### config.mk
export PLATFORM = sky130hd
export DESIGN_NAME = bpc_cal_store
export DESIGN_NICKNAME = d
export VERILOG_FILES = /design/src/rtl/core/bpc_pkg.sv /design/src/rtl/core/bpc_cal_store.sv
export SDC_FILE = /design/constraint.sdc
export NUM_CORES = 1
export LEC_CHECK = 0
export ABC_AREA = 1
export BUFFER_PORTS_ARGS = -buffer_cell sky130_fd_sc_hd__buf_2
export CAP_MARGIN = 10
export CORE_AREA = 2 2 143 145
export CTS_CLUSTER_DIAMETER = 50
export DETAILED_ROUTE_END_ITERATION = 7
export DIE_AREA = 0 0 145 147
export GPL_TIMING_DRIVEN = 0
export HOLD_SLACK_MARGIN = 0.05
export PLACE_DENSITY_LB_ADDON = 0.15
export SYNTH_ARGS = -nofsm -noshare
export SYNTH_HDL_FRONTEND = slang
export SYNTH_SLANG_ARGS = --single-unit
export TNS_END_PERCENT = 10
### constraint.sdc
create_clock -name clk_i -period 2.1 [get_ports clk_i]
set_clock_uncertainty 0.15 [all_clocks]
set_input_delay 0.21 -clock clk_i [delete_from_list [all_inputs] [get_ports clk_i]]
set_output_delay 0.21 -clock clk_i [all_outputs]
set_load 0.01 [all_outputs]
### src/rtl/core/bpc_pkg.sv
// Shared types and constants for the barometric pressure compensation unit.
`timescale 1ns / 1ps
package bpc_pkg;

  localparam int unsigned DataW = 32;
  localparam int unsigned UpW   = 19;

  localparam logic KIND_LOAD = 1'b0;
  localparam logic KIND_COMP = 1'b1;

  typedef enum logic [3:0] {
    IDX_AC1 = 4'd0,
    IDX_AC2 = 4'd1,
    IDX_AC3 = 4'd2,
    IDX_AC4 = 4'd3,
    IDX_AC5 = 4'd4,
    IDX_AC6 = 4'd5,
    IDX_B1  = 4'd6,
    IDX_B2  = 4'd7,
    IDX_MB  = 4'd8,
    IDX_MC  = 4'd9,
    IDX_MD  = 4'd10
  } coef_idx_e;

  localparam logic signed [31:0] B6Offset  = 32'sd4000;
  localparam logic signed [31:0] PolyA     = 32'sd3038;
  localparam logic signed [31:0] PolyB     = -32'sd7357;
  localparam logic signed [31:0] PolyC     = 32'sd3791;
  localparam logic [31:0]        B7Scale   = 32'd50000;
  localparam logic [31:0]        B4Bias    = 32'd32768;
  localparam logic [31:0]        SignBit   = 32'h8000_0000;
  localparam logic signed [31:0] B3Round   = 32'sd2;
  localparam logic signed [31:0] TRound    = 32'sd8;
  localparam logic signed [31:0] TMax      = 32'sd32767;
  localparam logic signed [31:0] TMin      = -32'sd32768;
  localparam logic signed [31:0] PMax      = 32'sd1048575;

  typedef struct packed {
    logic                      kind;
    logic [3:0]                coefficient_index;
    logic [15:0]               coefficient_word;
    logic [15:0]               raw_temperature;
    logic [23:0]               raw_pressure_bytes;
  } in_beat_t;

  typedef struct packed {
    logic signed [15:0]        temperature_tenths;
    logic [19:0]               pressure_pascal;
    logic                      status;
  } out_beat_t;

  typedef struct packed {
    logic signed [15:0]        ac1;
    logic signed [15:0]        ac2;
    logic signed [15:0]        ac3;
    logic [15:0]               ac4;
    logic [15:0]               ac5;
    logic [15:0]               ac6;
    logic signed [15:0]        b1;
    logic signed [15:0]        b2;
    logic signed [15:0]        mc;
    logic signed [15:0]        md;
  } cal_t;

  // fields that ride along the whole datapath
  typedef struct packed {
    cal_t                      cal;
    logic [UpW-1:0]            up;
    logic signed [15:0]        t;
    logic                      dz;
  } carry_t;

  typedef struct packed {
    logic signed [31:0]        x1;
    logic                      neg;
    carry_t                    c;
  } tside_t;

  typedef struct packed {
    logic                      dbl;
    carry_t                    c;
  } pside_t;

endpackage

### src/rtl/core/bpc_cal_store.sv
// Calibration word store with per-word sign handling.
`timescale 1ns / 1ps
module bpc_cal_store (
  input  logic                clk_i,
  input  logic                we_i,
  input  logic [3:0]          idx_i,
  input  logic [15:0]         word_i,
  output bpc_pkg::cal_t       cal_o
);
  import bpc_pkg::*;

  cal_t cal_q;

  always_ff @(posedge clk_i) begin
    if (we_i) begin
      unique case (idx_i)
        IDX_AC1: cal_q.ac1 <= word_i;
        IDX_AC2: cal_q.ac2 <= word_i;
        IDX_AC3: cal_q.ac3 <= word_i;
        IDX_AC4: cal_q.ac4 <= word_i;
        IDX_AC5: cal_q.ac5 <= word_i;
        IDX_AC6: cal_q.ac6 <= word_i;
        IDX_B1:  cal_q.b1  <= word_i;
        IDX_B2:  cal_q.b2  <= word_i;
        IDX_MB:  ; // not stored here, unused by the math
        IDX_MC:  cal_q.mc  <= word_i;
        IDX_MD:  cal_q.md  <= word_i;
        default: ; // out-of-range index dropped
      endcase
    end
  end

  assign cal_o = cal_q;
endmodule

; ---- Word-level counts from Yosys, hierarchy flattened
; Cells that the tools add are included.
; Widths: inputs -> output; s select.
[totals]
regBits = 160
output_inout_bits = 160
word_cells = 30
[op_classes]
n_eq_ne = 9
reduce_logical = 11
[ops]
columns = op, n
row1 = $reduce_and 2->1, 10
row2 = $eq 4x3->1 const B, 4
row3 = $eq 4x2->1 const B, 2
row4 = $eq 4x4->1 const B, 2
row5 = $eq 4x1->1 const B, 1
row6 = $logic_not 4->1, 1

; ---- Depth between registers and ports, before layout
; Gate-level depths: netlist of the first run.
[depth]
ltp_word = 2
ltp_mapped = 3
depth_no_buf = 3

; ---- Worst setup path after synthesis of the first run
; Ideal clock, no wire load.
[synth_timing]
path_type = input to register
startpoint = in idx_i[2]
endpoint = reg cal_q (netlist bit cal_o[100]), enable pin
setup_time_ps = 388
arrival_ps = 1098
required_ps = 1562
slack_ps = 463
cell_stages = 3
cell_sequence = inv_1 > nand3_1 > nor2_1
[synth_via]
elab_chain_cells = 2
[synth_rtl]
columns = element, line_no
row1 = from (decl), bpc_cal_store.sv:6  ; input logic [3:0] idx_i,
row2 = $eq 4x2->1, bpc_cal_store.sv:16  ; unique case (idx_i)
row3 = $reduce_and 2->1 (no source line), n/a
row4 = to (decl), bpc_cal_store.sv:12  ; cal_t cal_q;
; Every way passes these cells.
; A chain may end at the register's enable or synchronous reset.

; ---- Worst setup path after layout of the first run
[layout_timing]
startpoint = in idx_i[2]
endpoint = reg cal_q (netlist bit cal_o[102]), enable pin
; The elaborated chain is that of the path after synthesis.

==> impl_metrics.csv, run 1 <==
group,metric,value,unit
grt,grt-ovfl-total,0,
yosys,synth_seq_cells,160,
grt,grt_usage,12.0,%
sta,slew_viol_final,0,
power,p_total,0.00680,W
layout,final_cell_mix,"181 x buf_2, 160 x edfxtp_1, 17 x clkbuf_16",
critical_path,endpoint_kind,"flip-flop",
clock_network,cts_buffer_depth,2,
critical_path,worstPathArrival,1.42,ns
place,placed_area,6340,um^2
power,netSwitchingFraction,20.4,%
critical_path,cp_cell_sequence,"buf_2, inv_1, nand3_1, nor2_2, buf_8",
routing,drc,0,
power,power_density,961,nW/um^2
yosys,yosys_warnings,0,
critical_path,path_max_fanout,9,
floorplanning,num_rows,52,
layout,layout_commonest_cell,"buf_2",
power,p_seq_share,52.9,%
power,peakVddDrop,0.512,mV
clock_network,clock_sinks,160,
critical_path,crit_path_start_kind,"primary input",
sta,hold_viol_final,0,
layout,final_util,35.6,%
place,dp_hpwl,8710,um
power,pwr-share-comb,3.3,%
sta,max_slew_margin,52.1,%
clock_network,path_clk_slew,0.06,ns
critical_path,slowest_delay,0.61,ns
hold_path,hold_start,"idx_i[1]",
sta,finalCritPeriodShare,69.1,%
grt,grt_pass1_wl,18300,um
outcome,status,"finished clean",
power,p_leak,2.63,nW
yosys,syn-num-nets,203,
floorplanning,core-area,19800,um^2
routing,wl_per_cell,18.2,um
clock_network,htree_levels,4,
floorplanning,die_w,145,um
routing,ant_nets,0,
layout,area_delta_synth_final,44.8,%
clock_network,root_buffer,"clkbuf_16",
sta,fin_crit,1.45,ns
floorplanning,num_io_pins,182,
yosys,syn_inst,181,
place,portBuffers,181,
routing,vias_per_cell,3.84,
routing,drt_iter0_markers,154,
sta,setup_violations,0,
grt,antenna_found_initial,0,
critical_path,cp-startpoint,"idx_i[2]",
sta,layout_setup_ws,0.649,ns
sta,tns,0,ns
layout,finalNetCount,429,
sta,max_freq,689,MHz
yosys,ys_types,5,
routing,finalWirelength,12600,um
grt,grt_use_met1,16.2,%
routing,vias,2647,
layout,drive_above_1_share,54.8,%
power,internal-power,0.00541,W
layout,diodes,0,
routing,first_pass_iters,4,
hold_path,hp-class,"in -> reg",
sta,worst_pin_slew,0.718,ns
clock_network,cts_inserted_buffers,17,
grt,grt_pass1_vias,2777,
floorplanning,start_util,24.6,%
critical_path,worstPathRequired,2.07,ns
yosys,syn-cell-area,4890,um^2
place,place_congestion,0.686,
yosys,synth_area_per_cell,27.0,um^2
critical_path,crit_type,"in -> reg",
floorplanning,die_area,21300,um^2
grt,grt_busiest_layer,"met2",
yosys,yosysSeqAreaShare,98.3,%
floorplanning,die_h,147,um
sta,rsz0062_at_grt,"no",
place,place_ws,0.177,ns
grt,grt_use_met3,4.97,%
clock_network,cts_tree,"done",
layout,largest_reg_flops,160,
grt,grt.met2_usage,17.7,%
power,power.net_switching,0.00139,W
job,maxCapViolCount,0,
layout,stdcell_area,7070,um^2
power,clkPwrFrac,43.9,%
critical_path,slowest_stage,"nor2_2",
grt,grt_max_degree,17,
[power groups by stage]
stage / sequential [W] / clock [W] / combinational, W
2_1_floorplan: 0.00370 / 0 / 0.0000210
3_3_place_gp: 0.00366 / 0 / 0.000185
3_5_place_dp: 0.00366 / 0 / 0.000206
4_1_cts: 0.00359 / 0.00307 / 0.000229
5_1_grt: 0.00360 / 0.00319 / 0.000244
6_report: 0.00359 / 0.00298 / 0.000222
[worst max-delay path, delay by kind of cell]
family | cells | cell delay, ns
and+or+nand+nor | 2 | 0.79
buffers and inverters | 3 | 0.41
[final timing paths]
kind | end | slack [ns] | cells past startpoint
setup / recovery | cal_o[102] | 0.65 | 5
hold / removal | cal_o[39] | 0.22 | 3
[final cells by class]
class | instances | area (um^2)
timing repair buffer | 207 | 1250
sequential | 160 | 4800
inverter | 4 | 15.0
clock buffer | 18 | 429
tap | 270 | 338
clock inverter | 14 | 141
fill | 1897 | 12800
multi-input combinational | 17 | 92.6
[stage by stage]
| stage | cells | hold WS [ns] |
|---|---|---|
| after floorplan | 181 | 0.159 |
| after global placement | 632 | 0.358 |
| after detailed placement | 642 | 0.369 |
| after CTS | 690 | 0.214 |
| after global routing | 690 | 0.224 |
| final | 690 | 0.223 |
[kinds of logic after synthesis]
logic type             count (synthesis)  share of synthesized area, %
DFF                                  160                          98.3
buffers and inverters                  4                         0.307
and+or+nand+nor                       17                          1.38
[metal layers]
layer	share of wire (%)	up-vias
li1	-	1178
met1	45	1338
met2	46	125
met3	9.1	6
met4	0.65	0
met5	0	-
[synthesized netlist by cell type]
| cell type | instances | area share [%] |
|---|---|---|
| edfxtp_1 | 160 | 98 |
| nor2_1 | 10 | 0.77 |
| inv_1 | 4 | 0.31 |
| nand2_1 | 4 | 0.31 |
| nand3_1 | 3 | 0.31 |
[timing repair]
action                    in CTS  in global routing
buffers inserted               0                  0
hold endpoints to repair     160                  0
hold buffers                  16                  0
gates resized for setup        0                  0
Note: power is estimated with default switching activity, not from simulation.
==> inputs of run 2 (changes only) <==
- clock period: 2.1 -> 1.3 ns (I/O delays scaled with it)
==> run 2 against run 1 <==
Die area unchanged; largest cell class unchanged; wire length up 1.5%; cell count is 0.72% lower; flip-flop and latch count stayed put; cell area hardly changed; critical path type is now reg -> out; critical path depth fell by 4.
==> impl_metrics.csv, run 2 (synthesis gave the netlist of run 1 again) <==
group,metric,value,unit
power,clkPwrFrac,41.6,%
floorplanning,num_rows,52,
critical_path,cp.depth,1,
critical_path,cp_cell_sequence,"buf_2",
grt,grt_pass1_wl,18300,um
sta,slew_viol_final,0,
critical_path,crit_type,"reg -> out",
layout,area_delta_synth_final,44.7,%
job,maxCapViolCount,0,
grt,grt_usage,12.3,%
power,pwr-share-comb,3.6,%
critical_path,worstPathRequired,1.02,ns
place,portBuffers,181,
place,dp_hpwl,8280,um
floorplanning,die_h,147,um
layout,diodes,0,
place,place_congestion,0.688,
sta,rsz0062_at_grt,"yes",
layout,multiInputGateArea,145,um^2
sta,setup_violations,0,
routing,vias,2631,
floorplanning,die_area,21300,um^2
floorplanning,core-area,19800,um^2
routing,vias_per_cell,3.84,
outcome,status,"finished clean",
sta,finalCritPeriodShare,96.2,%
power,peakVddDrop,0.844,mV
critical_path,slowest_stage,"edfxtp_1",
power,p_seq_share,54.8,%
critical_path,path_max_fanout,1,
routing,first_pass_iters,4,
layout,final_cell_mix,"181 x buf_2, 160 x edfxtp_1, 17 x clkbuf_16",
routing,finalWirelength,12800,um
power,power_density,1500,nW/um^2
grt,grt_max_degree,17,
power,internal-power,0.00849,W
clock_network,path_clk_slew,0.06,ns
critical_path,endpoint_kind,"primary output",
critical_path,cpLargestDelayFamily,"flip-flops",
critical_path,crit_path_start_kind,"flip-flop",
routing,drt_iter0_markers,135,
hold_path,hold_depth,4,
grt,grt-ovfl-total,0,
grt,antenna_found_initial,0,
critical_path,worstPathArrival,0.97,ns
clock_network,clock_sinks,160,
routing,ant_nets,0,
hold_path,hp-class,"in -> reg",
layout,largest_reg_flops,160,
power,power.net_switching,0.00210,W
sta,hold_viol_final,0,
power,p_leak,2.60,nW
layout,finalNetCount,428,
power,netSwitchingFraction,19.8,%
sta,max_freq,799,MHz
layout,layout_commonest_cell,"buf_2",
floorplanning,die_w,145,um
grt,grt_pass1_vias,2746,
critical_path,path_buf_inv,1,
floorplanning,start_util,24.6,%
clock_network,cts_buffer_depth,2,
clock_network,cts_inserted_buffers,17,
clock_network,root_buffer,"clkbuf_16",
floorplanning,num_io_pins,182,
sta,layout_setup_ws,0.0488,ns
layout,drive_above_1_share,54.5,%
sta,fin_crit,1.25,ns
critical_path,slowest_delay,0.40,ns
routing,wl_per_cell,18.6,um
routing,drc,0,
sta,max_slew_margin,46.0,%
power,p_total,0.0106,W
clock_network,htree_levels,4,
layout,fillers,1879,
layout,seq_area,4800,um^2
clock_network,cts_tree,"done",
sta,worst_pin_slew,0.809,ns
place,place_ws,-0.891,ns
[run 2: power by group through the flow]
| stage | combinational, W | sequential (W) | clock (W) |
|---|---|---|---|
| 2_1_floorplan | 0.0000404 | 0.00597 | 0 |
| 3_3_place_gp | 0.000308 | 0.00591 | 0 |
| 3_5_place_dp | 0.000334 | 0.00591 | 0 |
| 4_1_cts | 0.000381 | 0.00580 | 0.00455 |
| 5_1_grt | 0.000410 | 0.00581 | 0.00472 |
| 6_report | 0.000378 | 0.00580 | 0.00440 |
[run 2: metrics by stage]
stage                     hold WS, ns  instance area (um^2)  util (%)  setup TNS, ns  instances
after floorplan                0.0789                  4910         -         -13.06        181
after global placement          0.279                  6160      31.0        -132.67        632
after detailed placement        0.290                  6320      31.8         -77.01        639
after CTS                      0.0980                  7050      35.5          -1.97        685
after global routing            0.125                  7070      35.6        -0.0327        685
final                           0.111                  7070      35.6              0        685
[run 2: path summary, 6_finish.rpt]
| kind | start | to |
|---|---|---|
| worst max-delay path | cal_o[53] | cal_o[53] |
| worst min-delay path | idx_i[3] | cal_o[124] |
[run 2: repair_timing]
item / in CTS / in global routing
hold endpoints to repair: 160 / 0
setup endpoints to repair: 86 / 92
pin swaps: 1 / 0
hold buffers: 16 / 0
buffers inserted: 2 / 0
gates resized for setup: 5 / 5
[run 2: per-layer routing]
metal | vias up | global-route usage [%] | wire length, um
li1 | 1170 | - | -
met1 | 1328 | 14.5 | 5350
met2 | 122 | 20.3 | 6380
met3 | 11 | 5.03 | 826
met4 | 0 | 4.65 | 211
met5 | - | 0 | 0
[run 2: cell type report]
cell class	count	area share, %
Clock buffer	20	6.18
Multi-Input combinational cell	17	2.05
Inverter	4	0.212
Sequential cell	160	68.0
Clock inverter	8	0.991
Timing Repair Buffer	206	17.8
Tap cell	270	4.78
